[src/sv/tf_pkg.sv]
// Shared types, constants and helper functions for the Threefish-256 cipher.
`default_nettype none
package tf_pkg;
   localparam int WordBits     = 64;
   localparam int BlockWords   = 4;
   localparam int LastSubkey   = 18;
   localparam int StageCount   = 5 * LastSubkey + 1;
   localparam logic [63:0] Parity = 64'h1BD11BDAA9FC1A22;
   localparam logic FuncEncrypt = 1'b0;
   localparam logic FuncDecrypt = 1'b1;
   localparam int AddrBits     = 5;

   typedef logic [WordBits-1:0] tf_word_type;
   typedef tf_word_type [BlockWords-1:0] tf_block_type;
   typedef tf_word_type [BlockWords:0] tf_sched_type;

   typedef struct packed {
      logic         valid;
      logic         func;
      tf_word_type  tweak_low;
      tf_word_type  tweak_high;
      tf_block_type data;
   } tf_stage_type;

   function automatic int rot_amt(input int j, input int k);
      int r;
      r = 0;
      unique case (j)
         0: r = (k == 0) ? 14 : 16;
         1: r = (k == 0) ? 52 : 57;
         2: r = (k == 0) ? 23 : 40;
         3: r = (k == 0) ? 5  : 37;
         4: r = (k == 0) ? 25 : 33;
         5: r = (k == 0) ? 46 : 12;
         6: r = (k == 0) ? 58 : 22;
         default: r = 32;
      endcase
      return r;
   endfunction

   function automatic tf_word_type rotl(input tf_word_type x, input int n);
      return (x << n) | (x >> (WordBits - n));
   endfunction

   function automatic tf_word_type rotr(input tf_word_type x, input int n);
      return (x >> n) | (x << (WordBits - n));
   endfunction

   function automatic tf_word_type tweak_sel(input int n, input tf_word_type t0,
                                             input tf_word_type t1);
      tf_word_type r;
      r = t0 ^ t1;
      if (n == 0) r = t0;
      else if (n == 1) r = t1;
      return r;
   endfunction
endpackage
`default_nettype wire

[src/sv/tf_round_cell.sv]
// Pipeline cell that applies one forward or inverse mixing round.
`default_nettype none
module tf_round_cell #(
   parameter int RoundIndex = 0
) (
   input  wire                       clock,
   input  wire                       reset,
   input  wire                       advance,
   input  wire tf_pkg::tf_stage_type stage_in,
   output tf_pkg::tf_stage_type      stage_ff
);
   localparam int EncJ = RoundIndex % 8;
   localparam int DecJ = 7 - EncJ;
   localparam int EncP = (EncJ % 2 == 1) ? 3 : 1;
   localparam int EncQ = (EncJ % 2 == 1) ? 1 : 3;
   localparam int DecP = (DecJ % 2 == 1) ? 3 : 1;
   localparam int DecQ = (DecJ % 2 == 1) ? 1 : 3;
   localparam int ER0 = tf_pkg::rot_amt(EncJ, 0);
   localparam int ER1 = tf_pkg::rot_amt(EncJ, 1);
   localparam int DR0 = tf_pkg::rot_amt(DecJ, 0);
   localparam int DR1 = tf_pkg::rot_amt(DecJ, 1);

   tf_pkg::tf_block_type w, fwd, inv;

   always_comb begin
      w = stage_in.data;
      fwd = w;
      fwd[0]    = w[0] + w[EncP];
      fwd[EncP] = tf_pkg::rotl(w[EncP], ER0) ^ fwd[0];
      fwd[2]    = w[2] + w[EncQ];
      fwd[EncQ] = tf_pkg::rotl(w[EncQ], ER1) ^ fwd[2];
      inv = w;
      inv[DecP] = tf_pkg::rotr(w[DecP] ^ w[0], DR0);
      inv[0]    = w[0] - inv[DecP];
      inv[DecQ] = tf_pkg::rotr(w[DecQ] ^ w[2], DR1);
      inv[2]    = w[2] - inv[DecQ];
   end

   always_ff @(posedge clock) begin
      if (reset) begin
         stage_ff.valid <= 1'b0;
      end else if (advance) begin
         stage_ff.valid <= stage_in.valid;
      end
      if (advance) begin
         stage_ff.func       <= stage_in.func;
         stage_ff.tweak_low  <= stage_in.tweak_low;
         stage_ff.tweak_high <= stage_in.tweak_high;
         stage_ff.data <= (stage_in.func == tf_pkg::FuncDecrypt) ? inv : fwd;
      end
   end
endmodule
`default_nettype wire
[config.mk]
export PLATFORM = sky130hd
export DESIGN_NAME = tf_round_cell
export DESIGN_NICKNAME = d
export VERILOG_FILES = /design/src/sv/tf_pkg.sv /design/src/sv/tf_round_cell.sv
export SDC_FILE = /design/constraint.sdc
export NUM_CORES = 1
export LEC_CHECK = 0
export BUFFER_PORTS_ARGS = -buffer_cell sky130_fd_sc_hd__clkbuf_2
export CORE_AREA = 2 2 299 301
export DETAILED_ROUTE_END_ITERATION = 8
export DIE_AREA = 0 0 301 303
export GPL_TIMING_DRIVEN = 0
export PLACE_DENSITY = 0.64
export SLEW_MARGIN = 25
export SYNTH_ARGS = -nofsm -noshare
export SYNTH_HDL_FRONTEND = slang
export SYNTH_SLANG_ARGS = --single-unit
[constraint.sdc]
create_clock -name clock -period 5.1 [get_ports clock]
set_clock_uncertainty 0.2 [all_clocks]
set_input_delay 1.53 -clock clock [delete_from_list [all_inputs] [get_ports clock]]
set_output_delay 1.53 -clock clock [all_outputs]
set_load 0.1 [all_outputs]
* Yosys cells after proc, flatten, opt, wreduce, memory -nomap -nowiden *
Index checks and enable logic that the tools add are counted.
Widths: inputs -> output; s select.

cells by class
  add/subtract/negate cells = 4
  equality and inequality tests = 0
  divide/modulo/power cells = 0
  multiplexer cells = 1
  order comparisons = 0
  multiply operators = 0
  bitwise gates (word level) = 8
  reductions and logical operators = 0
  shifts and indexed selects = 0

operators with widths
  cell            number
  $mux 256        1
  $xor 64x64->64  4
  $add 64x64->64  2
  $or 32x64->64   2
  $sub 64x64->64  2
  $or 64x14->64   1
  $or 64x16->64   1

word-level totals
  bits in read-only memories = 0
  input port bits = 389
  logic and storage cells = 21
  memories = 0
  memory bits (writable) = 0
  bits in registers = 386
  output and inout bits = 386
  latch bits = 0

* Logic depth before layout (Yosys ltp) *
  depth after elaboration = 4
  mapped depth = 15
  depth with buffers taken out = 14

* Least setup slack after synthesis *
No wires, ideal clock.

  path type = input to register
  from = input port stage_in[160] (netlist bit)
  to = register stage_ff[188] (netlist bit), data pin
  path slack = -0.090 ns
  setup time = 0.259 ns
  cell stages on the path = 15
  path buffers = 1
  data arrival time = 4.731 ns
  data required time = 4.641 ns
  cells stage by stage = clkbuf_1 -> xor2_1 -> ha_1 -> fa_1 -> inv_1 -> maj3_2 -> maj3_2 -> o2111a_1 -> o211ai_2 -> o211ai_2 -> o211a_1 -> o21ai_2 -> a2111oi_1 -> o211a_1 -> a211o_1

between the ends
  cells in the longest elaborated chain, start to end = 4
  elaborated cells on any way between the ends = 5
  classes of those cells = 2 x add/sub; 1 x mux; 2 x bitwise

ends and longest elaborated chain
  element             RTL line             source
  start: declaration  tf_round_cell.sv:9   input wire tf_pkg::tf_stage_type stage_in,
  $xor 64x64->64      tf_round_cell.sv:35  inv[DecQ] = tf_pkg::rotr(w[DecQ] ^ w[2], DR1);
  $or 32x64->64       tf_pkg.sv:46         return (x >> n) | (x << (WordBits - n));
  $sub 64x64->64      tf_round_cell.sv:36  inv[2] = w[2] - inv[DecQ];
  $mux 256 (*)        tf_round_cell.sv:49  stage_ff.data <= (stage_in.func == tf_pkg::FuncDecrypt) ? inv : fwd;
  end: declaration    tf_round_cell.sv:10  output tf_pkg::tf_stage_type stage_ff

Every way passes the cells marked *; elsewhere a longest branch is shown, timed or not.
A chain may end at the register's enable or synchronous reset.

* Final worst setup path *
  from = input port stage_in[115] (netlist bit)
  to = register stage_ff[188] (netlist bit), data pin

between the ends
  cells in the longest elaborated chain, start to end = 4

ends and longest elaborated chain
  element         RTL line
  $xor 64x64->64  tf_round_cell.sv:35
  $or 32x64->64   tf_pkg.sv:46
  $sub 64x64->64  tf_round_cell.sv:36
  $mux 256        tf_round_cell.sv:49

Every way passes these cells.

==> parameters.txt <==
Parameter                              Value

Status
  Run status    finished with violations
  Violated checks    setup timing

STA
  Final period utilization    1.05
  Final Hold Fails    0
  Max Clk Rate    0.187 GHz
  Finish-stage setup viols    19
  Total Neg Setup Slack    -2.13 ns
  Remaining max-slew budget at the tightest pin    0.148
  Transition time at the pin with the least slew margin    1.27 ns
  Setup slack after layout    -0.255 ns
  Fin crit period    5.35 ns
  Number of pins with negative max-slew slack in the final report    0
  Unrepaired setup endpoints after global routing    true

Die
  Row count    109
  DIE WIDTH    301 um
  Height of the die    303 um
  Placeable core area    88000 um^2
  I/O pins    775
  Die area    91200 um^2
  Effective utilization at floorplan    0.378

Global routing
  Wire length of the first global-routing pass    269000 um
  Via count of the first global-routing pass    32300
  Initial antenna violation count    43
  Combined global-route utilization of all metal layers    0.435
  Maximum number of pins on one net before global-route repair    94
  Total gr overflow    0

Route
  DRT antenna net count    0
  DRC violations left    0
  Wire per inst    36.5 um
  DR pass1 iterations    7
  Wire length on met1    77000 um
  Ratio of routed vias to standard cells    6.21
  Met3 routed WL    22700 um
  Met2 WL post-DR    89900 um
  Routed wire length    207000 um
  Initial DRC Count    4475
  Uppermost layer routed    met5
  Number of vias in the routed layout    35100

Power
  Clk network pwr share    0.196
  Net switching share of the total power    0.512
  Largest voltage drop on the vdd net    0.000335 V
  Combinational power share    0.548
  PD cells    390 nW/um^2
  Static leakage power    17.5 nW
  Internal cell power    8.00 mW
  Sequential share of power    0.257
  Switching power of the nets    8.39 mW
  Power, Total    16.4 mW

Yosys
  Synthesized area divided by synthesized cell count    9.26 um^2
  Most frequently used cell type in the post-synthesis netlist    edfxtp_1
  Fraction of the yosys area taken by sequential cells    0.348
  Post-Synth XOR/XNOR Area    0.165
  Synthesized-area fraction occupied by ao, oa, aoi and oai cells    0.212
  Leading post-synthesis cells by cell area    edfxtp_1, xnor2_1, ha_1, a21oi_1, xor2_1
  Cell taking the most area after synthesis    edfxtp_1
  Synthesized flop and latch total    386
  Ys flop type    edfxtp_1
  Share of synthesized flip-flops with an asynchronous set or reset    0
  Fraction of the mapped netlist area in simple logic gates    0.135
  Commonest cells in the synthesized netlist    edfxtp_1, xnor2_1, nand2_1
  Area share of the largest cell type after synthesis    0.348
  Adder-cell share of the synthesized area    0.0868
  Syn nets    4158
  Syn Inst Count    3591
  EDFF count, synth    385
  Count of yosys warnings during synthesis    0
  Number of library cell types mapped by synthesis    102
  Cell area after technology mapping    33200 um^2
  Main combinational cell family by area after synthesis    compound AO/OA/AOI/OAI gates
  Fraction of synthesized area in multiplexers    0.0206

Critical path
  Origin of the worst setup path    stage_in[115]
  Worst R2R Setup Slack    4.31 ns
  Required time reported for the critical path endpoint    5.24 ns
  Worst setup path endpoint    stage_ff[188]
  Worst r2r path cells    2
  Capturing point of the worst reg2reg path    stage_ff[385]
  Critical R2R Launch    stage_ff[385]
  Top fanout value on the critical path    5
  Category of the worst setup path launch point    primary input
  Critical path data arrival time    5.49 ns
  Type of the worst setup path    in2reg
  Sort of element at the end of the critical path    flop

Clock network
  H-tree Lvls    2
  Clock insertion delay at the later pin of the skew report    0.59 ns
  Total of hold buffers inserted after clock tree synthesis    0
  Post-CTS clock slew at the launch and capture registers of the worst setup and hold paths    0.06 ns
  Number of clock sinks seen by CTS    386
  Number of CTS-inserted buffers    42
  TritonCTS clock tree    done
  Bufs on Longest Clock Path    3
  Clock root cell    clkbuf_16

Cells and area
  Ratio of cells with drive above 1 in the final layout    0.261
  Final instance area    42000 um^2
  Filler Cells Inserted    8731
  Layout overhead on the synthesized area    26.2%
  Register Area    11600 um^2
  Register with the most flip-flops    stage_ff
  Final net count    4997
  Registers with the most flip-flops    stage_ff: 386 flops
  Area of the multi-input gates    22000 um^2
  Flip-flop count of the largest register, all copies and words added    386

Min path
  Type of the most critical hold path    reg2reg

Placement
  Cell Area, Placed    38900 um^2
  Input/output buffers    774
  Detailed placement HPWL    175000 um
  Gp weighted congestion    1.10

Run
  Max-capacitance violation count    0
-- per-layer routing --
layer  vias to the layer above  global-route usage
met5                         -                   0
met4                        14               0.307
met3                       558               0.110
met2                      2475               0.664
met1                     17100               0.538
li1                      15000                   -
-- kinds of logic after synthesis --
family                   after synthesis
AO/OA/AOI/OAI                       1101
flip-flops                           386
AND/OR/NAND/NOR                      957
XOR/XNOR                             572
adder cells (fa/ha/maj)              240
multiplexers                          66
buffers and inverters                269
-- repair_timing --
| action | 4_1_cts | 5_1_grt |
|---|---|---|
| setup buffers | 18 | 15 |
| setup endpoints to repair | 94 | 87 |
| pin swaps | 35 | 42 |
| resized for setup | 119 | 123 |
| endpoints found under the hold margin | 0 | 0 |
-- cell usage in the layout, fill, tap and decap left out, drive strengths merged, types with 15 or more instances in the layout --
master	netlist	final
nor2	234	234
o211ai	25	25
o21ai	282	282
or3	19	19
nand3	69	69
diode	0	28
and2	36	36
and3	29	29
a211oi	24	24
o31ai	25	25
buf	41	87
xor2	168	168
xnor3	28	28
o21bai	34	34
clkbuf	146	947
clkinv	0	16
inv	82	83
nand4	62	62
a31oi	81	81
nor3	49	49
mux2	19	19
a21o	111	111
mux2i	47	47
o21a	24	24
ha	174	174
nor2b	31	31
xnor2	374	374
a21oi	316	316
edfxtp	385	385
nand2	339	339
maj3	62	62
nand2b	28	28
or2	15	15
-- through the flow --
stage               std cells  hold WS [ns]  setup WS (ns)  utilization
floorplan                3591         0.771       0.000547            -
global placement         5530         0.279          -4.21        0.439
detailed placement       5538         0.292          -1.76        0.442
CTS                      5625         0.308        -0.0265        0.468
global route             5644         0.364         -0.137        0.477
finish                   5656         0.307         -0.255        0.477
-- how the worst min path moves through the flow --
stage	slack (ns)	depth (start not counted)	start	end
global route	0.36	2	stage_ff[385]	stage_ff[385]
global placement	0.28	2	stage_ff[385]	stage_ff[385]
finish	0.31	2	stage_ff[385]	stage_ff[385]
detailed placement	0.29	2	stage_ff[385]	stage_ff[385]
CTS	0.31	2	stage_ff[385]	stage_ff[385]
floorplan	0.77	2	stage_ff[385]	stage_ff[385]
-- area by class of cell --
| type | count | area share |
|---|---|---|
| buffer | 167 | 0.0174 |
| tap | 1165 | 0.0347 |
| timing repair buffer | 815 | 0.103 |
| clock inverter | 24 | 0.00713 |
| antenna | 28 | 0.00167 |
| clock buffer | 53 | 0.0273 |
| sequential | 386 | 0.276 |
| multi-input combinational | 2936 | 0.525 |
| inverter | 82 | 0.00734 |
-- power groups by stage --
stage | sequential (mW) | clock (mW) | combinational (mW)
4_1_cts | 4.21 | 3.25 | 8.63
3_3_place_gp | 4.30 | 0 | 8.48
2_1_floorplan | 7.35 | 0 | 2.87
3_5_place_dp | 4.27 | 0 | 8.48
5_1_grt | 4.24 | 3.36 | 9.17
6_report | 4.20 | 3.21 | 8.97
-- critical path, stage by stage --
cell       delay, ns
clkbuf_2        0.36
xnor2_1         0.81
and2_4          0.30
a311oi_1        0.06
o32ai_1         0.60
o21ai_0         0.24
o211ai_2        0.16
o211a_4         0.24
o21ai_4         0.09
buf_12          0.16
a2111oi_2       0.46
nor4_1          0.11
a211o_1         0.35
Note: power is estimated with default switching activity, not from simulation.
