$ cat src/sv/tf_pkg.sv
// Shared types, constants and helper functions for the Threefish-256 cipher.
`default_nettype none
package tf_pkg;
   localparam int WordBits     = 64;
   localparam int BlockWords   = 4;
   localparam int LastSubkey   = 18;
   localparam int StageCount   = 5 * LastSubkey + 1;
   localparam logic [63:0] Parity = 64'h1BD11BDAA9FC1A22;
   localparam logic FuncEncrypt = 1'b0;
   localparam logic FuncDecrypt = 1'b1;
   localparam int AddrBits     = 5;

   typedef logic [WordBits-1:0] tf_word_type;
   typedef tf_word_type [BlockWords-1:0] tf_block_type;
   typedef tf_word_type [BlockWords:0] tf_sched_type;

   typedef struct packed {
      logic         valid;
      logic         func;
      tf_word_type  tweak_low;
      tf_word_type  tweak_high;
      tf_block_type data;
   } tf_stage_type;

   function automatic int rot_amt(input int j, input int k);
      int r;
      r = 0;
      unique case (j)
         0: r = (k == 0) ? 14 : 16;
         1: r = (k == 0) ? 52 : 57;
         2: r = (k == 0) ? 23 : 40;
         3: r = (k == 0) ? 5  : 37;
         4: r = (k == 0) ? 25 : 33;
         5: r = (k == 0) ? 46 : 12;
         6: r = (k == 0) ? 58 : 22;
         default: r = 32;
      endcase
      return r;
   endfunction

   function automatic tf_word_type rotl(input tf_word_type x, input int n);
      return (x << n) | (x >> (WordBits - n));
   endfunction

   function automatic tf_word_type rotr(input tf_word_type x, input int n);
      return (x >> n) | (x << (WordBits - n));
   endfunction

   function automatic tf_word_type tweak_sel(input int n, input tf_word_type t0,
                                             input tf_word_type t1);
      tf_word_type r;
      r = t0 ^ t1;
      if (n == 0) r = t0;
      else if (n == 1) r = t1;
      return r;
   endfunction
endpackage
`default_nettype wire

$ cat src/sv/tf_key_cell.sv
// Pipeline cell that adds or removes one subkey of the key schedule.
`default_nettype none
module tf_key_cell #(
   parameter int SubkeyIndex = 0
) (
   input  wire                       clock,
   input  wire                       reset,
   input  wire                       advance,
   input  wire tf_pkg::tf_sched_type sched,
   input  wire tf_pkg::tf_stage_type stage_in,
   output tf_pkg::tf_stage_type      stage_ff
);
   localparam int EncS = SubkeyIndex;
   localparam int DecS = tf_pkg::LastSubkey - SubkeyIndex;
   localparam int E0 = EncS % 5;
   localparam int E1 = (EncS + 1) % 5;
   localparam int E2 = (EncS + 2) % 5;
   localparam int E3 = (EncS + 3) % 5;
   localparam int D0 = DecS % 5;
   localparam int D1 = (DecS + 1) % 5;
   localparam int D2 = (DecS + 2) % 5;
   localparam int D3 = (DecS + 3) % 5;
   localparam int ET1 = EncS % 3;
   localparam int ET2 = (EncS + 1) % 3;
   localparam int DT1 = DecS % 3;
   localparam int DT2 = (DecS + 1) % 3;

   tf_pkg::tf_block_type key_enc, key_dec;
   tf_pkg::tf_stage_type stage_in_d;

   always_comb begin
      key_enc[0] = sched[E0];
      key_enc[1] = sched[E1] + tf_pkg::tweak_sel(ET1, stage_in.tweak_low, stage_in.tweak_high);
      key_enc[2] = sched[E2] + tf_pkg::tweak_sel(ET2, stage_in.tweak_low, stage_in.tweak_high);
      key_enc[3] = sched[E3] + tf_pkg::tf_word_type'(EncS);
      key_dec[0] = sched[D0];
      key_dec[1] = sched[D1] + tf_pkg::tweak_sel(DT1, stage_in.tweak_low, stage_in.tweak_high);
      key_dec[2] = sched[D2] + tf_pkg::tweak_sel(DT2, stage_in.tweak_low, stage_in.tweak_high);
      key_dec[3] = sched[D3] + tf_pkg::tf_word_type'(DecS);
      stage_in_d = stage_in;
      for (int i = 0; i < tf_pkg::BlockWords; i++) begin
         if (stage_in.func == tf_pkg::FuncDecrypt) begin
            stage_in_d.data[i] = stage_in.data[i] - key_dec[i];
         end else begin
            stage_in_d.data[i] = stage_in.data[i] + key_enc[i];
         end
      end
   end

   always_ff @(posedge clock) begin
      if (reset) begin
         stage_ff.valid <= 1'b0;
      end else if (advance) begin
         stage_ff.valid <= stage_in.valid;
      end
      if (advance) begin
         stage_ff.func       <= stage_in_d.func;
         stage_ff.tweak_low  <= stage_in_d.tweak_low;
         stage_ff.tweak_high <= stage_in_d.tweak_high;
         stage_ff.data       <= stage_in_d.data;
      end
   end
endmodule
`default_nettype wire

$ cat config.mk
export PLATFORM = sky130hd
export DESIGN_NAME = tf_key_cell
export DESIGN_NICKNAME = d
export VERILOG_FILES = /design/src/sv/tf_pkg.sv /design/src/sv/tf_key_cell.sv
export SDC_FILE = /design/constraint.sdc
export NUM_CORES = 2
export LEC_CHECK = 0
export ABC_AREA = 1
export BUFFER_PORTS_ARGS = -buffer_cell sky130_fd_sc_hd__buf_4
export CORE_AREA = 8 8 423 425
export DETAILED_ROUTE_END_ITERATION = 7
export DIE_AREA = 0 0 431 433
export PLACE_DENSITY = 0.66
export SLEW_MARGIN = 20
export SYNTH_ARGS = -nofsm -noshare
export SYNTH_HDL_FRONTEND = slang
export SYNTH_SLANG_ARGS = --single-unit
$ cat constraint.sdc
create_clock -name clock -period 7.8 [get_ports clock]
set_input_delay 1.56 -clock clock [delete_from_list [all_inputs] [get_ports clock]]
set_output_delay 1.56 -clock clock [all_outputs]
set_load 0.02 [all_outputs]
# Word-level counts from Yosys, hierarchy flattened
# Cells that the tools add are included.
# totals
register_bits	386
wordCells	25
# op_classes
n_addsub	13
n_mux	4
# op_table
operator	n
$add 64x64->64	8
$mux 64	4
$sub 64x64->64	4
$add 64x5->64 const B	1

# Depth between registers and ports, before layout
# logic_depth
word_depth	3
mapped_depth	26
mapped_depth_nobuf	26

# Worst setup path before layout
# Ideal clock, no wire load.
# synth_timing
path_type	input -> register
startpoint	input port sched[0] in the netlist's numbering
endpoint	register stage_ff[62] in the netlist's numbering, data pin
cell_stages	22
slack_ns	3.405
t_arrival_ns	4.143
t_required_ns	7.548
setup_time_ns	0.252
cell_sequence	inv_1 > ha_1 > nand2_1 > nor2_1 > inv_1 > nor2_1 > inv_1 > nor2_1 > nand2_1 > xor2_1 > nand2_1 > o21ai_0 > ha_1 > nand2_1 > nor2_1 > inv_1 > nor4_1 > nand2_1 > nor3_1 > nand2_1 > nand3_1 > nand2_1
# synth_rtl
element	line_no	text
from (decl)	tf_key_cell.sv:9	input wire tf_pkg::tf_sched_type sched,
to (decl)	tf_key_cell.sv:11	output tf_pkg::tf_stage_type stage_ff

==> Flow_metrics.wiki <==
{| class="wikitable"
! Metric !! Value
|-
| WHS Endpoint || stage_ff[385]
|-
| Total track usage || 35.2%
|-
| Share of synthesized area occupied by flip-flops and latches || 18.6%
|-
| Setup total negative slack || 0 ps
|-
| Pre-antenna DRT Iters || 8
|-
| Critical Path Fanout Max || 5
|-
| Post-synthesis cell type count || 43
|-
| TritonCTS Buffers || 55
|-
| Dominant cell type by area after synthesis || sky130_fd_sc_hd__nand2_1
|-
| Critical path class || input port to flop
|-
| Final routed wire length divided by cell count || 24.4 um
|-
| Number of antenna violations at the first check in global routing || 77
|-
| Warnings from Yosys || 0
|-
| Clock sink count || 386
|-
| Largest registers || stage_ff x386
|-
| Measured slew at the worst slew-check pin || 1040 ps
|-
| Max-capacitance violation count || 0
|-
| Global-route wire length before repair || 473000 um
|-
| DIE WIDTH || 431 um
|-
| Port buffer count || 1094
|-
| Insertion delay of the later-clocked pin in the worst-skew pair || 760 ps
|-
| HP Start || stage_ff[385]
|-
| Power density over the cells || 186 mW/mm^2
|-
| Core occupancy in the finished layout || 43.7%
|-
| Area Overhead vs Synth || 20.9%
|-
| Vias per std cell || 5.11
|-
| Max transition margin || 29.8%
|-
| Die Outline Area || 0.187 mm^2
|-
| CTS root buf || sky130_fd_sc_hd__clkbuf_16
|-
| Clock transition at the registers of the reported paths || 60 ps
|-
| DRC Markers || 0
|-
| Routed vias || 72700
|-
| Class of the worst hold path || flop to flop
|-
| TritonCTS clock tree || yes
|-
| Data arrival time of the worst path || 5940 ps
|-
| Total global routing overflow || 0
|-
| Average cell area after synthesis || 5.83 um^2
|-
| Fraction of final layout cells sized beyond drive strength 1 || 10.6%
|-
| Startpoint of the most critical register-to-register path || stage_ff[385]
|-
| Max FFs per register || 386
|-
| Fmax achieved || 184 MHz
|-
| Number of global-route vias before repair || 64400
|-
| Cell count of the worst reg-to-reg path || 2
|-
| Setup slack, reg-to-reg || 7190 ps
|-
| Peak supply drop || 0.000194 V
|-
| Die Ht || 433 um
|-
| Total nets after synthesis || 12200
|-
| Cell area after synthesis || 0.0623 mm^2
|-
| Yosys reg bits || 386
|-
| Largest net degree at the start of global routing || 112
|-
| Cell leakage power || 43.5 nW
|-
| Filler cell count || 19200
|-
| Final net count || 13300
|-
| Synth Instances || 10700
|-
| Final worst path period need || 5450 ps
|-
| Cells taking the most area after synthesis || sky130_fd_sc_hd__nand2_1 (25%), sky130_fd_sc_hd__edfxtp_1 (19%), sky130_fd_sc_hd__inv_1 (15%)
|-
| Setup skew after layout || 0 ps
|-
| DRT iter0 DRCs || 9728
|-
| Placed wire-length estimate after detailed placement || 309000 um
|-
| Final-report hold violation count || 0
|-
| H-tree depth reported by CTS || 2
|-
| Status || complete, no violations
|-
| Register ranked first by flip-flop count || stage_ff
|-
| Maximum clock insertion buffer count || 3
|-
| Number of setup buffers added after CTS || 0
|-
| Count of pins on the block boundary || 1095
|-
| Unrepaired setup endpoints after global routing || no
|-
| Initial cell density of the core || 36.1%
|-
| Post_cts resized || 0
|-
| Share of the clock period used by the worst path after layout || 69.9%
|-
| Number of hold buffers added after cts || 0
|-
| Routed WL || 348000 um
|-
| Power, Total || 14.0 mW
|-
| Critical Path Sink Type || flop
|-
| Number of max-slew violations in the final report || 0
|-
| Critical path startpoint category || input port
|-
| Post-synth top area share || 25.0%
|-
| Total of endpoints with negative setup slack in the final report || 0
|-
| Reg2Reg Capture Point || stage_ff[385]
|-
| Core footprint || 0.172 mm^2
|-
| Residual antenna-violating net count after detailed routing || 0
|-
| Placement row count || 153
|-
| GPL Wtd Cong || 1.13
|-
| Number of cells traversed by the worst hold path || 2
|-
| Required time of the critical path || 8290 ps
|}
## worst max path at each step
stage	end	startpoint	slack (ps)
after global routing	stage_ff[55]	sched[0]	2060
final	stage_ff[55]	sched[0]	2350
after global placement	stage_ff[37]	sched[0]	1960
after floorplan	stage_ff[62]	sched[0]	3400
after CTS	stage_ff[63]	sched[0]	2770
after detailed placement	stage_ff[63]	sched[0]	2010
## critical path, cell delays in order
cell,delay [ps]
sky130_fd_sc_hd__buf_4,110
sky130_fd_sc_hd__inv_1,220
sky130_fd_sc_hd__ha_1,250
sky130_fd_sc_hd__nand2_1,110
sky130_fd_sc_hd__nor2_2,170
sky130_fd_sc_hd__nand2_2,110
sky130_fd_sc_hd__nor2_1,140
sky130_fd_sc_hd__nand2_1,150
sky130_fd_sc_hd__nor2_2,330
sky130_fd_sc_hd__nand3_2,160
sky130_fd_sc_hd__nor2_1,120
sky130_fd_sc_hd__nand2_1,60
sky130_fd_sc_hd__nand3_1,70
sky130_fd_sc_hd__o21ai_0,370
sky130_fd_sc_hd__ha_1,610
sky130_fd_sc_hd__nand2_1,130
sky130_fd_sc_hd__o21ai_0,420
sky130_fd_sc_hd__a21oi_1,260
sky130_fd_sc_hd__o21bai_1,320
sky130_fd_sc_hd__nor2_1,110
sky130_fd_sc_hd__nand3_1,80
sky130_fd_sc_hd__nand2_1,60
## stage by stage
stage               instances  hold WS (ps)  setup WS [ps]  instance area [um^2]
detailed placement      14100           516           2010                 73300
global route            14200           560           2060                 75200
CTS                     14200           532           2770                 75200
finish                  14200           522           2350                 75300
floorplan               10700           579           3400                 62300
global placement        14100           487           1960                 73300
## cells in the final DEF, fill, tap and decap left out, types with 17 or more instances in the layout
master / count
sky130_fd_sc_hd__edfxtp_1: 385
sky130_fd_sc_hd__inv_1: 2539
sky130_fd_sc_hd__buf_4: 1099
sky130_fd_sc_hd__nor3_1: 106
sky130_fd_sc_hd__xor2_1: 114
sky130_fd_sc_hd__o21ai_0: 324
sky130_fd_sc_hd__nand3b_1: 58
sky130_fd_sc_hd__clkbuf_16: 56
sky130_fd_sc_hd__nand3_1: 518
sky130_fd_sc_hd__diode_2: 52
sky130_fd_sc_hd__nand4_1: 83
sky130_fd_sc_hd__nor2_1: 971
sky130_fd_sc_hd__nand2_1: 4153
sky130_fd_sc_hd__ha_1: 506
sky130_fd_sc_hd__or2_2: 17
sky130_fd_sc_hd__o21bai_1: 30
sky130_fd_sc_hd__fa_1: 257
sky130_fd_sc_hd__a21oi_1: 446
sky130_fd_sc_hd__xnor2_1: 18
## cell families after synthesis
group	share of synthesized area, %
muxes	0.0482
xor gates and xnor gates	1.86
AOI/OAI and AO/OA	7.12
adders and majority gates	18.4
and+or+nand+nor	38.3
buffers and inverters	15.7
DFF	18.6
## routing by layer
metal  vias to the layer above  GRT usage (%)  wire length (um)
met5                         -              0               261
met4                        40           20.7             24800
met3                       756           9.26             40300
met2                      4249           50.1            139000
met1                     33000           47.8            144000
li1                      34700              -                 -
## synthesized netlist by cell type
library cell,count
sky130_fd_sc_hd__a21boi_0,16
sky130_fd_sc_hd__a21o_1,6
sky130_fd_sc_hd__a21oi_1,446
sky130_fd_sc_hd__a22oi_1,1
sky130_fd_sc_hd__a2bb2oi_1,2
sky130_fd_sc_hd__a31o_2,1
sky130_fd_sc_hd__and2_1,7
sky130_fd_sc_hd__buf_1,14
sky130_fd_sc_hd__buf_2,3
sky130_fd_sc_hd__clkbuf_1,39
sky130_fd_sc_hd__dfxtp_1,1
sky130_fd_sc_hd__edfxtp_1,385
sky130_fd_sc_hd__fa_1,257
sky130_fd_sc_hd__ha_1,506
sky130_fd_sc_hd__inv_1,2540
sky130_fd_sc_hd__inv_2,4
sky130_fd_sc_hd__mux2i_1,3
sky130_fd_sc_hd__nand2_1,4153
sky130_fd_sc_hd__nand2_2,5
sky130_fd_sc_hd__nand2_4,3
sky130_fd_sc_hd__nand2b_1,1
sky130_fd_sc_hd__nand3_1,518
sky130_fd_sc_hd__nand3_2,4
sky130_fd_sc_hd__nand3b_1,58
sky130_fd_sc_hd__nand4_1,83
sky130_fd_sc_hd__nor2_1,971
sky130_fd_sc_hd__nor2_2,7
sky130_fd_sc_hd__nor2_4,6
sky130_fd_sc_hd__nor2_8,2
sky130_fd_sc_hd__nor3_1,106
sky130_fd_sc_hd__nor3_2,3
sky130_fd_sc_hd__nor3_4,1
sky130_fd_sc_hd__nor4_1,14
sky130_fd_sc_hd__o211ai_1,2
sky130_fd_sc_hd__o21a_1,5
sky130_fd_sc_hd__o21ai_0,324
sky130_fd_sc_hd__o21ai_1,6
sky130_fd_sc_hd__o21bai_1,30
sky130_fd_sc_hd__o22ai_1,4
sky130_fd_sc_hd__o2bb2ai_1,6
sky130_fd_sc_hd__or2_2,17
sky130_fd_sc_hd__xnor2_1,18
sky130_fd_sc_hd__xor2_1,114
## cell type report
| class | instances | area (um^2) | area share (%) |
|---|---|---|---|
| Clock inverter | 42 | 414 | 0.550 |
| Tap cell | 2325 | 2910 | 3.86 |
| Inverter | 2544 | 9560 | 12.7 |
| Multi-Input combinational cell | 7706 | 41000 | 54.4 |
| Sequential cell | 386 | 11600 | 15.4 |
| Clock buffer | 62 | 1420 | 1.89 |
| Timing Repair Buffer | 1104 | 8340 | 11.1 |
| Antenna cell | 52 | 130 | 0.173 |
## power breakdown
| part | leakage, nW | internal, mW | total [mW] | switching [mW] |
|---|---|---|---|---|
| Sequential | 3.77 | 2.73 | 2.87 | 0.138 |
| Combinational | 38.9 | 2.56 | 8.41 | 5.85 |
| Clock | 0.867 | 1.49 | 2.72 | 1.23 |
| Total | 43.5 | 6.78 | 14.0 | 7.21 |
Power figures use the tool's default switching activity.
